`src/design/xsk_pkg.sv`:
```
// Shared types, constants and helper functions for the Xoodoo sponge keystream block.
package xsk_pkg;

  localparam int unsigned NumLanes  = 12;
  localparam int unsigned LaneW     = 32;
  localparam int unsigned NumRounds = 12;
  localparam int unsigned RoundW    = $clog2(NumRounds);
  localparam logic [RoundW-1:0] LastRound = RoundW'(NumRounds - 1);

  localparam logic [7:0] PadFirst = 8'h1F;
  localparam logic [7:0] PadLast  = 8'h80;

  // Action carried with every item
  typedef enum logic [1:0] {
    ACT_ABSORB  = 2'd0,
    ACT_FINAL   = 2'd1,
    ACT_SQUEEZE = 2'd2,
    ACT_CLEAR   = 2'd3
  } action_e;

  typedef logic [NumLanes-1:0][LaneW-1:0] lanes_t;
  typedef logic [3:0][LaneW-1:0]          rate_t;

  // Command handed from the stream port to the core on acceptance
  typedef struct packed {
    logic       start;
    action_e    action;
    rate_t      words;
    logic [3:0] byte_count;
  } cmd_t;

  function automatic logic [LaneW-1:0] rotl(input logic [LaneW-1:0] v, input int unsigned n);
    rotl = (v << n) | (v >> (LaneW - n));
  endfunction

  // Round constants, iota step
  function automatic logic [LaneW-1:0] round_const(input logic [RoundW-1:0] r);
    logic [LaneW-1:0] c;
    unique case (r)
      4'd0:    c = 32'h058;
      4'd1:    c = 32'h038;
      4'd2:    c = 32'h3C0;
      4'd3:    c = 32'h0D0;
      4'd4:    c = 32'h120;
      4'd5:    c = 32'h014;
      4'd6:    c = 32'h060;
      4'd7:    c = 32'h02C;
      4'd8:    c = 32'h380;
      4'd9:    c = 32'h0F0;
      4'd10:   c = 32'h1A0;
      4'd11:   c = 32'h012;
      default: c = '0;
    endcase
    return c;
  endfunction

endpackage

```
`src/design/xsk_round.sv`:
```
// One Xoodoo round: theta, rho-west, iota, chi and rho-east.
module xsk_round (
  input  xsk_pkg::lanes_t           lanes_i,
  input  logic [xsk_pkg::LaneW-1:0] rc_i,
  output xsk_pkg::lanes_t           lanes_o
);

  logic [3:0][xsk_pkg::LaneW-1:0] p, e, a0, a1, a2, w1, w2, b0, b1, b2;

  always_comb begin
    // theta: column parity folded back in
    for (int x = 0; x < 4; x++) begin
      p[x] = lanes_i[x] ^ lanes_i[x+4] ^ lanes_i[x+8];
    end
    for (int x = 0; x < 4; x++) begin
      e[x] = xsk_pkg::rotl(p[(x+3)%4], 5) ^ xsk_pkg::rotl(p[(x+3)%4], 14);
    end
    for (int x = 0; x < 4; x++) begin
      a0[x] = lanes_i[x]   ^ e[x];
      a1[x] = lanes_i[x+4] ^ e[x];
      a2[x] = lanes_i[x+8] ^ e[x];
    end
    // rho-west
    for (int x = 0; x < 4; x++) begin
      w1[x] = a1[(x+3)%4];
      w2[x] = xsk_pkg::rotl(a2[x], 11);
    end
    // iota on lane zero, then chi
    for (int x = 0; x < 4; x++) begin
      b0[x] = (x == 0) ? (a0[x] ^ rc_i) : a0[x];
    end
    for (int x = 0; x < 4; x++) begin
      a0[x] = b0[x] ^ (~w1[x] & w2[x]);
      b1[x] = w1[x] ^ (~w2[x] & b0[x]);
      b2[x] = w2[x] ^ (~b0[x] & w1[x]);
    end
    // rho-east
    for (int x = 0; x < 4; x++) begin
      lanes_o[x]   = a0[x];
      lanes_o[x+4] = xsk_pkg::rotl(b1[x], 1);
      lanes_o[x+8] = xsk_pkg::rotl(b2[(x+2)%4], 8);
    end
  end

endmodule

```
`src/design/xsk_core.sv`:
```
// Sponge state register, block injection and round sequencer around the shared round unit.
module xsk_core (
  input  logic           clk_i,
  input  logic           rst_ni,
  input  xsk_pkg::cmd_t  cmd_i,
  output logic           busy_o,
  output xsk_pkg::rate_t rate_o
);

  xsk_pkg::lanes_t            state_q, state_d, round_out;
  logic [xsk_pkg::RoundW-1:0] rnd_q, rnd_d;
  logic                       busy_q, busy_d;
  logic [15:0][7:0]           inj;
  logic [15:0][7:0]           msg;

  xsk_round u_round (
    .lanes_i (state_q),
    .rc_i    (xsk_pkg::round_const(rnd_q)),
    .lanes_o (round_out)
  );

  // Bytes to XOR into the rate: plain block, or masked and padded final block; zero otherwise
  always_comb begin
    msg = cmd_i.words;
    for (int j = 0; j < 16; j++) begin
      unique case (cmd_i.action)
        xsk_pkg::ACT_ABSORB: inj[j] = msg[j];
        xsk_pkg::ACT_FINAL: begin
          inj[j] = (4'(j) < cmd_i.byte_count) ? msg[j] : 8'h00;
          if (4'(j) == cmd_i.byte_count) begin
            inj[j] = inj[j] ^ xsk_pkg::PadFirst;
          end
          if (j == 15) begin
            inj[j] = inj[j] ^ xsk_pkg::PadLast;
          end
        end
        default: inj[j] = 8'h00;
      endcase
    end
  end

  // Sequencer: inject on acceptance, then twelve rounds; a clear zeroes the state
  always_comb begin
    state_d = state_q;
    rnd_d   = rnd_q;
    busy_d  = busy_q;
    if (busy_q) begin
      state_d = round_out;
      rnd_d   = rnd_q + 1'b1;
      if (rnd_q == xsk_pkg::LastRound) begin
        busy_d = 1'b0;
      end
    end else if (cmd_i.start) begin
      if (cmd_i.action == xsk_pkg::ACT_CLEAR) begin
        state_d = '0;
      end else begin
        state_d[3:0] = state_q[3:0] ^ xsk_pkg::rate_t'(inj);
        rnd_d        = '0;
        busy_d       = 1'b1;
      end
    end
  end

  always_ff @(posedge clk_i or negedge rst_ni) begin
    if (!rst_ni) begin
      state_q <= '0;
      rnd_q   <= '0;
      busy_q  <= 1'b0;
    end else begin
      state_q <= state_d;
      rnd_q   <= rnd_d;
      busy_q  <= busy_d;
    end
  end

  assign busy_o = busy_q;
  assign rate_o = state_q[3:0];

endmodule

```
`src/design/xoodoo_sponge_keystream.sv`:
```
// Top level: stream ports, two-entry output queue and the sponge core.
//
// Xoodoo sponge keystream engine. Items arrive on the s_axis channel; the
// action travels in s_axis_tuser and the four message words plus the final
// byte count in s_axis_tdata. Absorb, final absorb and squeeze items each
// inject the block into the state and then run twelve rounds, in which the
// single round unit is reused, one round per cycle, under a round counter.
// A clear item zeroes the state and runs no rounds. s_axis_tready is low
// while the rounds run.
// A squeeze item returns the 16 rate bytes, taken before the permutation,
// on m_axis; the result is registered into the output queue on acceptance.
// The other actions return nothing.
// Results go into a two-entry output queue, so the engine carries on
// while the receiver stalls; only when both entries are full does it hold
// s_axis_tready low until one is taken.
// Reset clears the whole state to zero and empties the output queue.
module xoodoo_sponge_keystream (
  input  logic         clk_i,
  input  logic         rst_ni,
  input  logic         s_axis_tvalid,
  output logic         s_axis_tready,
  // [31:0] in_word0, [63:32] in_word1, [95:64] in_word2, [127:96] in_word3,
  // [131:128] byte_count, [135:132] zero
  input  logic [135:0] s_axis_tdata,
  // [1:0] action
  input  logic [1:0]   s_axis_tuser,
  output logic         m_axis_tvalid,
  input  logic         m_axis_tready,
  // [31:0] out_word0, [63:32] out_word1, [95:64] out_word2, [127:96] out_word3
  output logic [127:0] m_axis_tdata
);

  xsk_pkg::cmd_t  cmd;
  xsk_pkg::rate_t rate;
  logic           busy;
  logic           accept, push, pop;
  logic           out_v_q, hold_v_q;
  logic [127:0]   out_q, hold_q;

  assign s_axis_tready = !busy && !(out_v_q && hold_v_q);
  assign accept        = s_axis_tvalid && s_axis_tready;

  // Command to the core
  always_comb begin
    cmd.start      = accept;
    cmd.action     = xsk_pkg::action_e'(s_axis_tuser);
    cmd.words      = xsk_pkg::rate_t'(s_axis_tdata[127:0]);
    cmd.byte_count = s_axis_tdata[131:128];
  end

  xsk_core u_core (
    .clk_i  (clk_i),
    .rst_ni (rst_ni),
    .cmd_i  (cmd),
    .busy_o (busy),
    .rate_o (rate)
  );

  assign push = accept && (cmd.action == xsk_pkg::ACT_SQUEEZE);
  assign pop  = m_axis_tvalid && m_axis_tready;

  // Output queue valid bits
  always_ff @(posedge clk_i or negedge rst_ni) begin
    if (!rst_ni) begin
      out_v_q  <= 1'b0;
      hold_v_q <= 1'b0;
    end else if (pop) begin
      if (hold_v_q) begin
        hold_v_q <= 1'b0;
      end else begin
        out_v_q <= push;
      end
    end else if (push) begin
      if (out_v_q) begin
        hold_v_q <= 1'b1;
      end else begin
        out_v_q <= 1'b1;
      end
    end
  end

  // Output queue payload
  always_ff @(posedge clk_i) begin
    if (pop) begin
      if (hold_v_q) begin
        out_q <= hold_q;
      end else if (push) begin
        out_q <= 128'(rate);
      end
    end else if (push) begin
      if (out_v_q) begin
        hold_q <= 128'(rate);
      end else begin
        out_q <= 128'(rate);
      end
    end
  end

  assign m_axis_tvalid = out_v_q;
  assign m_axis_tdata  = out_q;

  // A permuting item keeps the port closed for the rounds that follow
  a_busy_after_absorb : assert property (@(posedge clk_i) disable iff (!rst_ni)
    accept && (cmd.action != xsk_pkg::ACT_CLEAR) |=> !s_axis_tready)
    else $error("input taken while rounds pending");

  // A squeeze always leaves a result waiting
  a_squeeze_result : assert property (@(posedge clk_i) disable iff (!rst_ni)
    push |=> m_axis_tvalid)
    else $error("squeeze result lost");

  // The second queue entry is only used behind the first
  a_queue_order : assert property (@(posedge clk_i) disable iff (!rst_ni)
    hold_v_q |-> out_v_q)
    else $error("hold entry valid with empty head");

endmodule
```
`config.mk`:
```
export PLATFORM = sky130hd
export DESIGN_NAME = xoodoo_sponge_keystream
export DESIGN_NICKNAME = d
export VERILOG_FILES = /design/src/design/xsk_pkg.sv /design/src/design/xsk_round.sv /design/src/design/xsk_core.sv /design/src/design/xoodoo_sponge_keystream.sv
export SDC_FILE = /design/constraint.sdc
export NUM_CORES = 2
export LEC_CHECK = 0
export BUFFER_PORTS_ARGS = -buffer_cell sky130_fd_sc_hd__buf_2
export CORE_AREA = 2 2 283 285
export DETAILED_ROUTE_END_ITERATION = 7
export DIE_AREA = 0 0 285 287
export PLACE_DENSITY = 0.82
export SYNTH_ARGS = -nofsm -noshare
export SYNTH_HDL_FRONTEND = slang
export SYNTH_SLANG_ARGS = --single-unit
```
`constraint.sdc`:
```
create_clock -name clk_i -period 7.6 [get_ports clk_i]
set_input_delay 1.52 -clock clk_i [delete_from_list [all_inputs] [get_ports clk_i]]
set_output_delay 1.52 -clock clk_i [all_outputs]
set_load 0.03 [all_outputs]
```
==> results.txt <==
----------------------------------------------------
[Outcome]
  Status ... finished clean

[Logic synthesis]
  Post-synthesis cell type with the largest combined area ... sky130_fd_sc_hd__xnor3_1
  Seq cells post-synth ... around 650
  Mapped Avg Cell Area ... ~12 sq um
  Netlist Area Pre-Place ... 43900 sq um
  Ys Warns ... 0
  Most instantiated cells after synthesis ... sky130_fd_sc_hd__xnor3_1, sky130_fd_sc_hd__dfrtp_1, sky130_fd_sc_hd__nand2_1
  Post-synth top flop ... sky130_fd_sc_hd__dfrtp_1
  Number of standard cells after synthesis ... ~3600
  Synth top area share ... 22.4%
  Leading post-synthesis cells by cell area ... sky130_fd_sc_hd__xnor3_1, sky130_fd_sc_hd__dfrtp_1, sky130_fd_sc_hd__edfxtp_1
  Sequential-to-total area share from yosys stat ... ~40%
  Number of distinct library cells after synthesis ... 67
  Number of synthesized flops with an enable pin ... between 200 and 300
  Most frequent cell after synthesis ... sky130_fd_sc_hd__xnor3_1
  Total nets after synthesis ... ~3700
  Post-synthesis async set-or-reset flop share ... between 60% and 70%

[STA]
  Final-report max-slew violation count ... 0
  Final count of hold timing violations ... 0
  Endpoints failing setup ... 0
  Setup total negative slack ... 0 ps
  Share of the clock period used by the worst path ... ~54%
  Normalized max-slew margin ... 10.7%
  Worst Clk Skew ... 32.8 ps
  RSZ-0062 raised after global routing ... false
  Worst Tran Pin Value ... 1340 ps
  Maximum achievable frequency ... around 0.24 GHz
  Final critical path time including I/O delays and setup ... slightly above 4000 ps

[Detailed routing]
  Violation count after the first detailed-routing iteration ... between 5000 and 6000
  Routed Wire Length ... 178 mm
  Total number of vias ... approximately 32000
  Wirelength per Cell ... ~36 microns
  Vias per std cell ... roughly 6.6
  Post-DRT Antenna Nets ... 0
  DRC viols ... 0
  Number of detailed-route iterations in the first pass ... 8

[CTS]
  Post-CTS Setup Inserts ... 0
  Clock sink total ... 647
  Post-cts resize count ... 0
  Root buffer cell ... sky130_fd_sc_hd__clkbuf_16
  Post-cts hold buffer count ... 0
  CTS tree ... done
  Clock transition at the registers of the reported paths ... 60 ps
  Worst-case clock buffer depth ... 3
  CTS HTree Levels ... 3
  TritonCTS buffer count ... 77
  Clock latency on the worst-skew pair ... 640 ps

[Finish]
  Final net count ... roughly 4000
  Design Area, Final ... approximately 49000 sq um
  Layout cells sized above 1 ... roughly 15%
  Final core area utilization ... a little over three fifths
  Area growth from synthesis to layout ... 11.9%

[Floorplan]
  Die Y-Extent ... 287 microns
  I/O pin count ... between 200 and 300
  DIE WIDTH ... ~290 microns
  Initial core utilization ... between 50% and 60%
  Die Outline Area ... roughly 80000 sq um
  Standard cell core area ... just under 80000 sq um
  Standard-cell row count ... between 100 and 150

[Placed design]
  Placed instance area ... 46400 sq um
  Final HPWL from detailed placement ... ~140 mm
  Placer's final routability congestion estimate ... roughly 1.1
  IO buf count ... around 270

[Critical path]
  Crit end category ... flop
  Data arrival time of the critical path ... about 4700 ps
  Top fanout value on the critical path ... 46
  Start-to-end type of the worst setup path ... primary input to flop
  Required time of the critical path ... between 8000 and 9000 ps
  Crit start category ... primary input

[Global routing]
  Total congestion overflow after global routing ... 0
  Number of antenna violations at the first check in global routing ... 8
  First-pass GRT wire length ... approximately 240 mm
  All-layer global routing usage ... a little over two fifths
  Maximum number of pins on one net before global-route repair ... around 140
  Via count of the first global-routing pass ... 29793

[Hold path]
  Path class of the lowest-slack min-delay path ... flop to flop

[Run]
  Maxcap violations ... 0

----------------------------------------------------
## worst max-delay path, cell delays in order
cell and delay, ps:
sky130_fd_sc_hd__buf_2 100, sky130_fd_sc_hd__buf_4 290, sky130_fd_sc_hd__a21oi_4 200, sky130_fd_sc_hd__buf_4 620, sky130_fd_sc_hd__nand2_2 720, sky130_fd_sc_hd__buf_4 580
sky130_fd_sc_hd__or3_1 440, sky130_fd_sc_hd__o211ai_1 100
## state kept, by name, indices dropped and copies added, names as in the netlist
name and count:
u_core.state_q 256, hold_v_q 1, m_axis_tvalid 1, u_core.rnd_q 4, u_core.rate_o 128, m_axis_tdata 128, hold_q 128, u_core.busy_o 1
## worst paths after layout
kind                                           from             endpoint  slack (ps)  cells after the start
worst min-delay path            u_core.state_q[355]  u_core.state_q[355]         520                      2
worst max register to register        u_core.busy_o  u_core.state_q[350]        3640                      8
worst min register to register  u_core.state_q[355]  u_core.state_q[355]         520                      2
worst max-delay path                s_axis_tuser[0]    u_core.rate_o[44]        3490                      8
max in group asynchronous                    rst_ni        u_core.busy_o        5020                      2
min in group asynchronous                    rst_ni  u_core.state_q[253]         870                      1
## stage by stage
step	std cells	worst slack [ps]	hold WS (ps)
6_report	4920	3490	521
5_1_grt	4918	3470	548
4_1_cts	4917	3630	520
3_5_place_dp	4775	2980	504
3_3_place_gp	4775	3070	492
2_1_floorplan	3583	1130	423
## metal layers
metal | global-route usage (%) | up-vias | wire length, microns
li1 | - | 13404 | -
met1 | 60.0 | 16354 | 68200
met2 | 62.4 | 2120 | 75100
met3 | 12.2 | 379 | 22600
met4 | 24.8 | 6 | 12200
met5 | 0 | - | 38
## cells by family (layout without fill, tap and decap cells)
group	after synthesis	count (layout)	synth area share, %
simple gates	917	917	9.96
fa+ha+maj	8	8	0.228
flops	647	647	39.8
other cells	0	3	0
compound gates	805	805	11.2
xor+xnor	885	885	33.8
buf+inv	189	473	1.65
mux	132	132	3.38
## cell usage in the layout (no fill, tap or decap), types with 111 or more instances in the layout
cell / count
sky130_fd_sc_hd__a21oi_1: 172
sky130_fd_sc_hd__o21ai_0: 354
sky130_fd_sc_hd__xnor2_1: 268
sky130_fd_sc_hd__nor2_1: 185
sky130_fd_sc_hd__nand2_1: 357
sky130_fd_sc_hd__mux2_2: 130
sky130_fd_sc_hd__buf_2: 266
sky130_fd_sc_hd__xnor3_1: 437
sky130_fd_sc_hd__nand2b_1: 111
sky130_fd_sc_hd__edfxtp_1: 256
sky130_fd_sc_hd__dfrtp_1: 390
## cell type report
| class | count | area (sq um) |
|---|---|---|
| Timing Repair Buffer | 311 | 1760 |
| Fill cell | 6220 | 29500 |
| Multi-Input combinational cell | 2747 | 25800 |
| Clock inverter | 51 | 632 |
| Sequential cell | 647 | 17500 |
| Antenna cell | 3 | 7.51 |
| Tap cell | 1050 | 1310 |
| Inverter | 20 | 82.6 |
| Clock buffer | 91 | 2070 |
Power is left out: the tool's default activity adds up to more than one toggle a clock period on the data nets, which glitch-free logic cannot reach.
